File: config.mk
export PLATFORM = sky130hd
export DESIGN_NAME = blinking_output_controller_flat
export DESIGN_NICKNAME = d
export VERILOG_FILES = /design/src/boc_pkg.sv /design/src/boc_if.sv /design/src/boc_csr.sv /design/src/boc_engine.sv /design/src/blinking_output_controller.sv /design/src/flat_wrapper.sv
export SDC_FILE = /design/constraint.sdc
export NUM_CORES = 1
export LEC_CHECK = 0
export BUFFER_PORTS_ARGS = -buffer_cell sky130_fd_sc_hd__buf_2
export CORE_UTILIZATION = 55
export CTS_BUF_LIST = sky130_fd_sc_hd__clkbuf_2
export CTS_CLUSTER_DIAMETER = 100
export DETAILED_ROUTE_END_ITERATION = 8
export HOLD_SLACK_MARGIN = 0.08
export PLACE_DENSITY_LB_ADDON = 0.2
export SYNTH_ARGS = -nofsm -noshare
export SYNTH_HDL_FRONTEND = slang
export SYNTH_SLANG_ARGS = --single-unit
File: constraint.sdc
create_clock -name clock -period 3.6 [get_ports clock]
set_input_delay 0.18 -clock clock [delete_from_list [all_inputs] [get_ports clock]]
set_output_delay 0.18 -clock clock [all_outputs]
set_load 0.005 [all_outputs]
File: src/boc_pkg.sv
`timescale 1ns / 1ps

package boc_pkg;

   // counter and field widths
   localparam int CHANGE_WIDTH    = 32;
   localparam int ONTIME_WIDTH    = 48;
   localparam int PERIOD_WIDTH    = 14;
   localparam int OPCODE_WIDTH    = 3;
   localparam int CSR_INDEX_WIDTH = 2;
   localparam int CSR_DATA_WIDTH  = 14;

   // item kinds
   localparam logic [OPCODE_WIDTH-1:0] OP_TICK    = 3'd0;
   localparam logic [OPCODE_WIDTH-1:0] OP_COMMAND = 3'd1;
   localparam logic [OPCODE_WIDTH-1:0] OP_TOGGLE  = 3'd2;
   localparam logic [OPCODE_WIDTH-1:0] OP_ESTOP   = 3'd3;
   localparam logic [OPCODE_WIDTH-1:0] OP_INIT    = 3'd4;

   // register indexes
   localparam logic [CSR_INDEX_WIDTH-1:0] CSR_PIN_INVERT  = 2'd0;
   localparam logic [CSR_INDEX_WIDTH-1:0] CSR_INIT_LEVEL  = 2'd1;
   localparam logic [CSR_INDEX_WIDTH-1:0] CSR_ON_PERIOD   = 2'd2;
   localparam logic [CSR_INDEX_WIDTH-1:0] CSR_OFF_PERIOD  = 2'd3;

   typedef struct packed {
      logic [OPCODE_WIDTH-1:0] opcode;
      logic                    has_state;
      logic                    state_value;
      logic                    has_blink;
      logic                    blink_value;
   } item_type;

   typedef struct packed {
      logic                    pin_level;
      logic                    logical_on;
      logic                    is_blinking;
      logic [CHANGE_WIDTH-1:0] change_count;
      logic [ONTIME_WIDTH-1:0] on_time_ms;
   } result_type;

   typedef struct packed {
      logic                    pin_invert;
      logic                    init_level;
      logic [PERIOD_WIDTH-1:0] on_period_ms;
      logic [PERIOD_WIDTH-1:0] off_period_ms;
   } cfg_type;

   typedef struct packed {
      logic                    current_on;
      logic                    commanded_on;
      logic                    blink_enabled;
      logic                    phase_on;
      logic [PERIOD_WIDTH-1:0] phase_elapsed;
      logic [CHANGE_WIDTH-1:0] changes;
      logic [ONTIME_WIDTH-1:0] on_ticks;
   } state_type;

endpackage

File: src/boc_if.sv
`timescale 1ns / 1ps

// request channel
interface boc_req_if;
   import boc_pkg::*;

   logic                    valid;
   logic                    ready;
   logic [OPCODE_WIDTH-1:0] opcode;
   logic                    has_state;
   logic                    state_value;
   logic                    has_blink;
   logic                    blink_value;

   modport source (output valid, opcode, has_state, state_value, has_blink, blink_value,
                   input ready);
   modport sink   (input valid, opcode, has_state, state_value, has_blink, blink_value,
                   output ready);
endinterface

// response channel
interface boc_rsp_if;
   import boc_pkg::*;

   logic                    valid;
   logic                    ready;
   logic                    pin_level;
   logic                    logical_on;
   logic                    is_blinking;
   logic [CHANGE_WIDTH-1:0] change_count;
   logic [ONTIME_WIDTH-1:0] on_time_ms;

   modport source (output valid, pin_level, logical_on, is_blinking, change_count,
                   on_time_ms, input ready);
   modport sink   (input valid, pin_level, logical_on, is_blinking, change_count,
                   on_time_ms, output ready);
endinterface

// register write channel
interface boc_csr_if;
   import boc_pkg::*;

   logic                       valid;
   logic                       ready;
   logic [CSR_INDEX_WIDTH-1:0] index;
   logic [CSR_DATA_WIDTH-1:0]  data;

   modport source (output valid, index, data, input ready);
   modport sink   (input valid, index, data, output ready);
endinterface

File: src/boc_csr.sv
`timescale 1ns / 1ps

module boc_csr (
   input  logic             clock,
   input  logic             reset,
   boc_csr_if.sink          csr_chan,
   output boc_pkg::cfg_type cfg
);
   import boc_pkg::*;

   cfg_type cfg_ff;
   cfg_type cfg_in;

   // writes are always taken
   assign csr_chan.ready = 1'b1;

   // register decode
   always_comb begin
      cfg_in = cfg_ff;
      if (csr_chan.valid) begin
         case (csr_chan.index)
            CSR_PIN_INVERT:  cfg_in.pin_invert    = csr_chan.data[0];
            CSR_INIT_LEVEL:  cfg_in.init_level    = csr_chan.data[0];
            CSR_ON_PERIOD:   cfg_in.on_period_ms  = csr_chan.data[PERIOD_WIDTH-1:0];
            CSR_OFF_PERIOD:  cfg_in.off_period_ms = csr_chan.data[PERIOD_WIDTH-1:0];
            default:         cfg_in = cfg_ff;
         endcase
      end
   end

   always_ff @(posedge clock) begin
      if (reset) begin
         cfg_ff <= '0;
      end else begin
         cfg_ff <= cfg_in;
      end
   end

   assign cfg = cfg_ff;

endmodule

File: src/boc_engine.sv
`timescale 1ns / 1ps

module boc_engine (
   input  logic                clock,
   input  logic                reset,
   input  logic                step,
   input  boc_pkg::item_type   item,
   input  boc_pkg::cfg_type    cfg,
   output boc_pkg::result_type result_in
);
   import boc_pkg::*;

   state_type               state_ff;
   state_type               state_in;
   logic [PERIOD_WIDTH-1:0] elapsed_sat;
   logic [PERIOD_WIDTH-1:0] tick_elapsed;
   logic [PERIOD_WIDTH-1:0] cur_period;
   logic                    periods_set;
   logic                    phase_done;
   logic                    apply_req;
   logic                    apply_val;

   // blink phase counter, saturating
   assign elapsed_sat  = (state_ff.phase_elapsed == '1) ? state_ff.phase_elapsed
                                                        : state_ff.phase_elapsed + 1'b1;
   assign tick_elapsed = state_ff.blink_enabled ? elapsed_sat : state_ff.phase_elapsed;
   assign periods_set  = (cfg.on_period_ms != '0) && (cfg.off_period_ms != '0);
   assign cur_period   = state_ff.phase_on ? cfg.on_period_ms : cfg.off_period_ms;
   assign phase_done   = state_ff.blink_enabled && periods_set && (tick_elapsed >= cur_period);

   // next state per item kind
   always_comb begin
      state_in  = state_ff;
      apply_req = 1'b0;
      apply_val = 1'b0;
      if (step) begin
         case (item.opcode)
            OP_TICK: begin
               state_in.phase_elapsed = tick_elapsed;
               if (phase_done) begin
                  state_in.phase_on      = ~state_ff.phase_on;
                  state_in.phase_elapsed = '0;
                  apply_req              = 1'b1;
                  apply_val              = ~state_ff.phase_on;
               end
               // the millisecond counts as on if it started on
               if (state_ff.current_on) begin
                  state_in.on_ticks = state_ff.on_ticks + 1'b1;
               end
            end
            OP_COMMAND: begin
               if (item.has_state) begin
                  state_in.commanded_on  = item.state_value;
                  state_in.blink_enabled = 1'b0;
               end
               if (item.has_blink) begin
                  state_in.blink_enabled = item.blink_value;
                  if (item.blink_value) begin
                     state_in.phase_elapsed = '0;
                  end
               end
               apply_req = ~state_in.blink_enabled;
               apply_val = state_in.commanded_on;
            end
            OP_TOGGLE: begin
               state_in.commanded_on  = ~state_ff.current_on;
               state_in.blink_enabled = 1'b0;
               apply_req              = 1'b1;
               apply_val              = ~state_ff.current_on;
            end
            OP_ESTOP: begin
               state_in.commanded_on  = 1'b0;
               state_in.blink_enabled = 1'b0;
               apply_req              = 1'b1;
               apply_val              = 1'b0;
            end
            OP_INIT: begin
               state_in.commanded_on = cfg.init_level;
               apply_req             = 1'b1;
               apply_val             = cfg.init_level;
            end
            default: begin
               state_in = state_ff;
            end
         endcase
         // level change and change counter
         if (apply_req && (apply_val != state_ff.current_on)) begin
            state_in.current_on = apply_val;
            state_in.changes    = state_ff.changes + 1'b1;
         end
      end
   end

   always_ff @(posedge clock) begin
      if (reset) begin
         state_ff <= '0;
      end else begin
         state_ff <= state_in;
      end
   end

   // result seen after the item is applied
   always_comb begin
      result_in.pin_level    = state_in.current_on ^ cfg.pin_invert;
      result_in.logical_on   = state_in.current_on;
      result_in.is_blinking  = state_in.blink_enabled;
      result_in.change_count = state_in.changes;
      result_in.on_time_ms   = state_in.on_ticks;
   end

endmodule

File: src/blinking_output_controller.sv
`timescale 1ns / 1ps
// path: input register, then result register, which offers the response beat
// throughput: one item per cycle while responses are taken; the state update between
//    the two registers is combinational, so items can follow back to back
// reset: synchronous, active high; clears the configuration registers, blink state,
//    counters and both pipeline valid flags

module blinking_output_controller (
   input  logic    clock,
   input  logic    reset,
   boc_req_if.sink   req_chan,
   boc_rsp_if.source rsp_chan,
   boc_csr_if.sink   csr_chan
);
   import boc_pkg::*;

   logic       in_valid_ff;
   logic       in_valid_in;
   item_type   in_item_ff;
   logic       rsp_valid_ff;
   logic       rsp_valid_in;
   result_type result_ff;
   result_type result_in;
   cfg_type    cfg;
   logic       req_fire;
   logic       advance;

   // configuration registers
   boc_csr u_csr (
      .clock    (clock),
      .reset    (reset),
      .csr_chan (csr_chan),
      .cfg      (cfg)
   );

   // state update
   boc_engine u_engine (
      .clock     (clock),
      .reset     (reset),
      .step      (advance),
      .item      (in_item_ff),
      .cfg       (cfg),
      .result_in (result_in)
   );

   // handshake between input and result registers
   assign advance        = in_valid_ff && (!rsp_valid_ff || rsp_chan.ready);
   assign req_chan.ready = !in_valid_ff || advance;
   assign req_fire       = req_chan.valid && req_chan.ready;
   assign in_valid_in    = req_fire || (in_valid_ff && !advance);
   assign rsp_valid_in   = advance || (rsp_valid_ff && !rsp_chan.ready);

   always_ff @(posedge clock) begin
      if (reset) begin
         in_valid_ff  <= 1'b0;
         rsp_valid_ff <= 1'b0;
      end else begin
         in_valid_ff  <= in_valid_in;
         rsp_valid_ff <= rsp_valid_in;
      end
   end

   // input beat register
   always_ff @(posedge clock) begin
      if (req_fire) begin
         in_item_ff.opcode      <= req_chan.opcode;
         in_item_ff.has_state   <= req_chan.has_state;
         in_item_ff.state_value <= req_chan.state_value;
         in_item_ff.has_blink   <= req_chan.has_blink;
         in_item_ff.blink_value <= req_chan.blink_value;
      end
   end

   // result register
   always_ff @(posedge clock) begin
      if (advance) begin
         result_ff <= result_in;
      end
   end

   assign rsp_chan.valid        = rsp_valid_ff;
   assign rsp_chan.pin_level    = result_ff.pin_level;
   assign rsp_chan.logical_on   = result_ff.logical_on;
   assign rsp_chan.is_blinking  = result_ff.is_blinking;
   assign rsp_chan.change_count = result_ff.change_count;
   assign rsp_chan.on_time_ms   = result_ff.on_time_ms;

`ifndef SYNTH
   // pipeline empties after reset
   a_reset_empty: assert property (@(posedge clock)
      reset |=> !in_valid_ff && !rsp_valid_ff)
      else $error("pipeline not empty after reset");

   // request side stalls only when both stages are full
   a_stall_full: assert property (@(posedge clock) disable iff (reset)
      !req_chan.ready |-> in_valid_ff && rsp_valid_ff)
      else $error("request stalled with a free stage");

   // change counter moves by at most one between consecutive results
   a_change_step: assert property (@(posedge clock) disable iff (reset)
      advance && rsp_valid_ff |=>
         (rsp_chan.change_count == $past(rsp_chan.change_count)) ||
         (rsp_chan.change_count == $past(rsp_chan.change_count) + 1'b1))
      else $error("change count jumped");

   // on-time moves by at most one between consecutive results
   a_ontime_step: assert property (@(posedge clock) disable iff (reset)
      advance && rsp_valid_ff |=>
         (rsp_chan.on_time_ms == $past(rsp_chan.on_time_ms)) ||
         (rsp_chan.on_time_ms == $past(rsp_chan.on_time_ms) + 1'b1))
      else $error("on-time jumped");
`endif

endmodule

File: src/flat_wrapper.sv
// flat-port wrapper written by rule: the top's interface ports become plain ports
module blinking_output_controller_flat import boc_pkg::*;
  (clock, reset, req_chan_valid, req_chan_opcode, req_chan_has_state, req_chan_state_value, req_chan_has_blink, req_chan_blink_value, req_chan_ready, rsp_chan_valid, rsp_chan_pin_level, rsp_chan_logical_on, rsp_chan_is_blinking, rsp_chan_change_count, rsp_chan_on_time_ms, rsp_chan_ready, csr_chan_valid, csr_chan_index, csr_chan_data, csr_chan_ready);
  boc_req_if req_chan_i ();
  boc_rsp_if rsp_chan_i ();
  boc_csr_if csr_chan_i ();
  input  logic clock;
  input  logic reset;
  input wire logic [$bits(req_chan_i.valid)-1:0] req_chan_valid;
  input wire logic [$bits(req_chan_i.opcode)-1:0] req_chan_opcode;
  input wire logic [$bits(req_chan_i.has_state)-1:0] req_chan_has_state;
  input wire logic [$bits(req_chan_i.state_value)-1:0] req_chan_state_value;
  input wire logic [$bits(req_chan_i.has_blink)-1:0] req_chan_has_blink;
  input wire logic [$bits(req_chan_i.blink_value)-1:0] req_chan_blink_value;
  output wire logic [$bits(req_chan_i.ready)-1:0] req_chan_ready;
  output wire logic [$bits(rsp_chan_i.valid)-1:0] rsp_chan_valid;
  output wire logic [$bits(rsp_chan_i.pin_level)-1:0] rsp_chan_pin_level;
  output wire logic [$bits(rsp_chan_i.logical_on)-1:0] rsp_chan_logical_on;
  output wire logic [$bits(rsp_chan_i.is_blinking)-1:0] rsp_chan_is_blinking;
  output wire logic [$bits(rsp_chan_i.change_count)-1:0] rsp_chan_change_count;
  output wire logic [$bits(rsp_chan_i.on_time_ms)-1:0] rsp_chan_on_time_ms;
  input wire logic [$bits(rsp_chan_i.ready)-1:0] rsp_chan_ready;
  input wire logic [$bits(csr_chan_i.valid)-1:0] csr_chan_valid;
  input wire logic [$bits(csr_chan_i.index)-1:0] csr_chan_index;
  input wire logic [$bits(csr_chan_i.data)-1:0] csr_chan_data;
  output wire logic [$bits(csr_chan_i.ready)-1:0] csr_chan_ready;
  assign req_chan_i.valid = req_chan_valid;
  assign req_chan_i.opcode = req_chan_opcode;
  assign req_chan_i.has_state = req_chan_has_state;
  assign req_chan_i.state_value = req_chan_state_value;
  assign req_chan_i.has_blink = req_chan_has_blink;
  assign req_chan_i.blink_value = req_chan_blink_value;
  assign req_chan_ready = req_chan_i.ready;
  assign rsp_chan_valid = rsp_chan_i.valid;
  assign rsp_chan_pin_level = rsp_chan_i.pin_level;
  assign rsp_chan_logical_on = rsp_chan_i.logical_on;
  assign rsp_chan_is_blinking = rsp_chan_i.is_blinking;
  assign rsp_chan_change_count = rsp_chan_i.change_count;
  assign rsp_chan_on_time_ms = rsp_chan_i.on_time_ms;
  assign rsp_chan_i.ready = rsp_chan_ready;
  assign csr_chan_i.valid = csr_chan_valid;
  assign csr_chan_i.index = csr_chan_index;
  assign csr_chan_i.data = csr_chan_data;
  assign csr_chan_ready = csr_chan_i.ready;
  blinking_output_controller u_core (.clock(clock), .reset(reset), .req_chan(req_chan_i), .rsp_chan(rsp_chan_i), .csr_chan(csr_chan_i));
endmodule
==> results.toml <==
[clocking]
clock-root-buffer = "sky130_fd_sc_hd__clkbuf_2"
clk_transition_reported_paths_ns = 0.12
numClockSinks = 220
worstSkewPairLatency_ns = 0.82
cts.htree.levels = 2
numCtsBuffers = 54
clk_path_buf_depth = 3
tritoncts = "built"

[status]
outcome = "finished, final reports clean"

[logic_synthesis]
post_synth.cell_area_avg_um2 = 10.8
yosysUniqueCellTypes = 62
postSynthNetCount = 937
synth.top_cell.area_share_pct = 28.2
synth.top_cells.by_area = "sky130_fd_sc_hd__edfxtp_1 (28%), sky130_fd_sc_hd__dfxtp_1 (27%), sky130_fd_sc_hd__xnor2_1 (5.9%)"
synthDominantAreaCellType = "sky130_fd_sc_hd__edfxtp_1"
synth_area_um2 = 9600
ys_seq_area_share_pct = 55.3
synthesis.yosys.warnings = 0
synthArstFlopShare_pct = 0
postSynth.topFlopCell = "sky130_fd_sc_hd__dfxtp_1"
netlist_instances = 892
yosys_register_bits = 220
number_of_enable_flip_flop_cells_after_synthesis = 90

[route]
drtIter0Drc = 473
via_count = 7345
post_drt_via_cell_ratio = 5.33
post_route_antenna_net_violation_count = 0
drc = 0
first_pass_iters = 5
routed_wl_um = 21400
wl_per_cell_um = 15.5

[final_layout]
mostFrequentLayoutCells = "sky130_fd_sc_hd__dfxtp_1 (128), sky130_fd_sc_hd__buf_2 (111), sky130_fd_sc_hd__nand2_1 (103), sky130_fd_sc_hd__edfxtp_1 (90), sky130_fd_sc_hd__clkbuf_2 (81)"
postLayoutCoreUtil_pct = 70.3
design_area_um2 = 11800
syn_to_final_growth_pct = 23.1
finalNetCount = 1159
final.fill_count = 1285
final_common_cell = "sky130_fd_sc_hd__dfxtp_1"
post_route_cells_drive_above_1_share_pct = 25.6

[global_routing]
pin_count_of_the_biggest_net_entering_global_routing = 86
gr-usage-all-layers_pct = 23.7
grt_antenna_before_repair = 1
via_count_of_the_first_global_routing_pass = 7091
grt-ovfl-total = 0
grt_pass1_wl_um = 33800

[critical_path]
critPathCaptureType = "register"
timing.critical_path.required_ns = 4.30
cp_max_fo = 8
start_kind = "register"
worst-endpoint-arrival_ns = 4.26
criticalPathCategory = "register to register"

[die]
floorplan.die_area_um2 = 18000
floorplan.die.height_um = 134
initial_utilization_pct = 57.1
floorplan.core_area_um2 = 16800
die_x_um = 134
fp-row-count = 47
design.portCount = 114

[sta]
relSlewSlack_pct = 26.6
setup_violations = 0
fin_worst_skew_ns = 0.0753
timing.setup.tns_ns = 0
final_worst_path_period_share_pct = 98.8
rsz0062_at_grt = "yes"
final_max_slew_viol_count = 0
slew_at_the_pin_closest_to_its_max_slew_limit_ns = 1.10
worst_slack_ns = 0.0434
hold_viol = 0
fmax_mhz = 281
clock_period_minus_worst_slack_ns = 3.56

[placement]
dpl_worst_slack_ns = -0.269
finalWeightedCongestion = 0.896
port_buffers = 112
postPlaceCellArea_um2 = 10500
place.detailed.hpwl_um = 13000

[flow_run]
max_cap_violations = 0

[power]
vdd_ir_drop_max_mv = 0.345
static-leakage-power_uw = 0.00472
pwr_density_cell_nw_per_um2 = 397

[worst_hold_path]
holdCritPathClass = "input port to register"
## sequential cells by signal, summed over array words and instances, names as in the netlist
register	count
u_core.in_item_ff	7
u_core.in_valid_ff	1
u_core.rsp_chan.change_count	32
u_core.rsp_chan.is_blinking	1
u_core.rsp_chan.logical_on	1
u_core.rsp_chan.on_time_ms	48
u_core.rsp_chan.pin_level	1
u_core.rsp_chan.valid	1
u_core.u_csr.cfg	30
u_core.u_engine.state_ff	98
## final timing paths
path	start	end	slack [ns]	depth (start not counted)
worst min-delay path	csr_chan_data[6]	u_core.u_csr.cfg[6]	0.17	4
worst max-delay path	u_core.u_engine.state_ff[90]	u_core.u_engine.state_ff[77]	0.04	12
worst min register to register	u_core.u_csr.cfg[0]	u_core.u_csr.cfg[0]	0.47	2
worst max register to register	u_core.u_engine.state_ff[90]	u_core.u_engine.state_ff[77]	0.04	12
## routing by layer
layer	up-vias	wire length (um)	track usage, %
met5	-	0	0
li1	3614	-	-
met1	3450	9320	29.4
met3	42	1210	5.22
met2	239	10500	40.3
met4	0	406	9.55
## cells in the mapped netlist (3+ instances only)
library cell and instances:
sky130_fd_sc_hd__nor4_1 8, sky130_fd_sc_hd__a21o_1 3, sky130_fd_sc_hd__buf_2 3, sky130_fd_sc_hd__xnor2_1 65
sky130_fd_sc_hd__and2_1 9, sky130_fd_sc_hd__mux2_2 7, sky130_fd_sc_hd__mux2i_1 18, sky130_fd_sc_hd__nand2_1 104
sky130_fd_sc_hd__nor2_1 57, sky130_fd_sc_hd__xor2_1 17, sky130_fd_sc_hd__inv_1 8, sky130_fd_sc_hd__or2_2 5
sky130_fd_sc_hd__nor3_4 3, sky130_fd_sc_hd__nand3_2 6, sky130_fd_sc_hd__edfxtp_1 90, sky130_fd_sc_hd__and4_1 12
sky130_fd_sc_hd__mux2_1 8, sky130_fd_sc_hd__o21ai_0 8, sky130_fd_sc_hd__nor2b_1 72, sky130_fd_sc_hd__nand2b_1 6
sky130_fd_sc_hd__a21oi_1 43, sky130_fd_sc_hd__ha_1 17, sky130_fd_sc_hd__clkbuf_1 23, sky130_fd_sc_hd__nor3_1 9
sky130_fd_sc_hd__nand3_1 44, sky130_fd_sc_hd__and2b_1 9, sky130_fd_sc_hd__and3_1 26, sky130_fd_sc_hd__dfxtp_1 130
sky130_fd_sc_hd__xnor2_2 5, sky130_fd_sc_hd__buf_1 7, sky130_fd_sc_hd__a22oi_1 9, sky130_fd_sc_hd__nand4_1 25
## area by class of cell
type	count	area (um^2)	area share, %
clock inverters	18	120	1.02
repair buffers	202	1380	11.7
clock buffers	81	405	3.43
multi-input cells	628	4290	36.3
inverters	8	33.8	0.286
well taps	220	275	2.33
flip-flops and latches	220	5310	44.9
diodes	1	2.50	0.0212
## critical path, stage by stage (launching register included)
cell and delay (ns):
sky130_fd_sc_hd__dfxtp_1 0.39, sky130_fd_sc_hd__and3_1 0.20, sky130_fd_sc_hd__nand4_1 0.20, sky130_fd_sc_hd__nor2_2 0.19, sky130_fd_sc_hd__mux2_2 0.36, sky130_fd_sc_hd__ha_1 0.30, sky130_fd_sc_hd__nand4_1 0.20, sky130_fd_sc_hd__nor2_4 0.20
sky130_fd_sc_hd__o311ai_2 0.15, sky130_fd_sc_hd__a22oi_2 0.32, sky130_fd_sc_hd__and4bb_4 0.41, sky130_fd_sc_hd__nand4_1 0.19, sky130_fd_sc_hd__mux2_4 0.33
## kinds of logic after synthesis
group	after synthesis	share of synthesized area, %
simple gates	410	23.4
fa+ha+maj	17	2.22
compound gates	79	5.02
flops	220	55.3
other cells	1	0.0391
buf+inv	44	1.96
mux	34	3.79
xor+xnor	87	8.33
## where the power goes
group / switching, uW / internal, uW
Clock: 985 / 741
Combinational: 157 / 128
Sequential: 32.7 / 2650
Total: 1170 / 3520
## timing repair
action                     4_1_cts  5_1_grt
setup buffers                    0        5
setup endpoints to repair       56       70
pin swaps                        0       18
hold buffers                    55        0
gates resized for setup          7       38
hold endpoints to repair       107        0
cloned                           0        0
## stage by stage
stage | power [uW] | hold slack (ns) | std cells
2_1_floorplan | 2860 | 0.279 | 892
3_3_place_gp | 2960 | 0.357 | 1218
3_5_place_dp | 2970 | 0.358 | 1218
4_1_cts | 4730 | 0.0832 | 1372
5_1_grt | 4900 | 0.146 | 1378
6_report | 4700 | 0.169 | 1378
No activity file was read; power rests on OpenSTA's default activity.
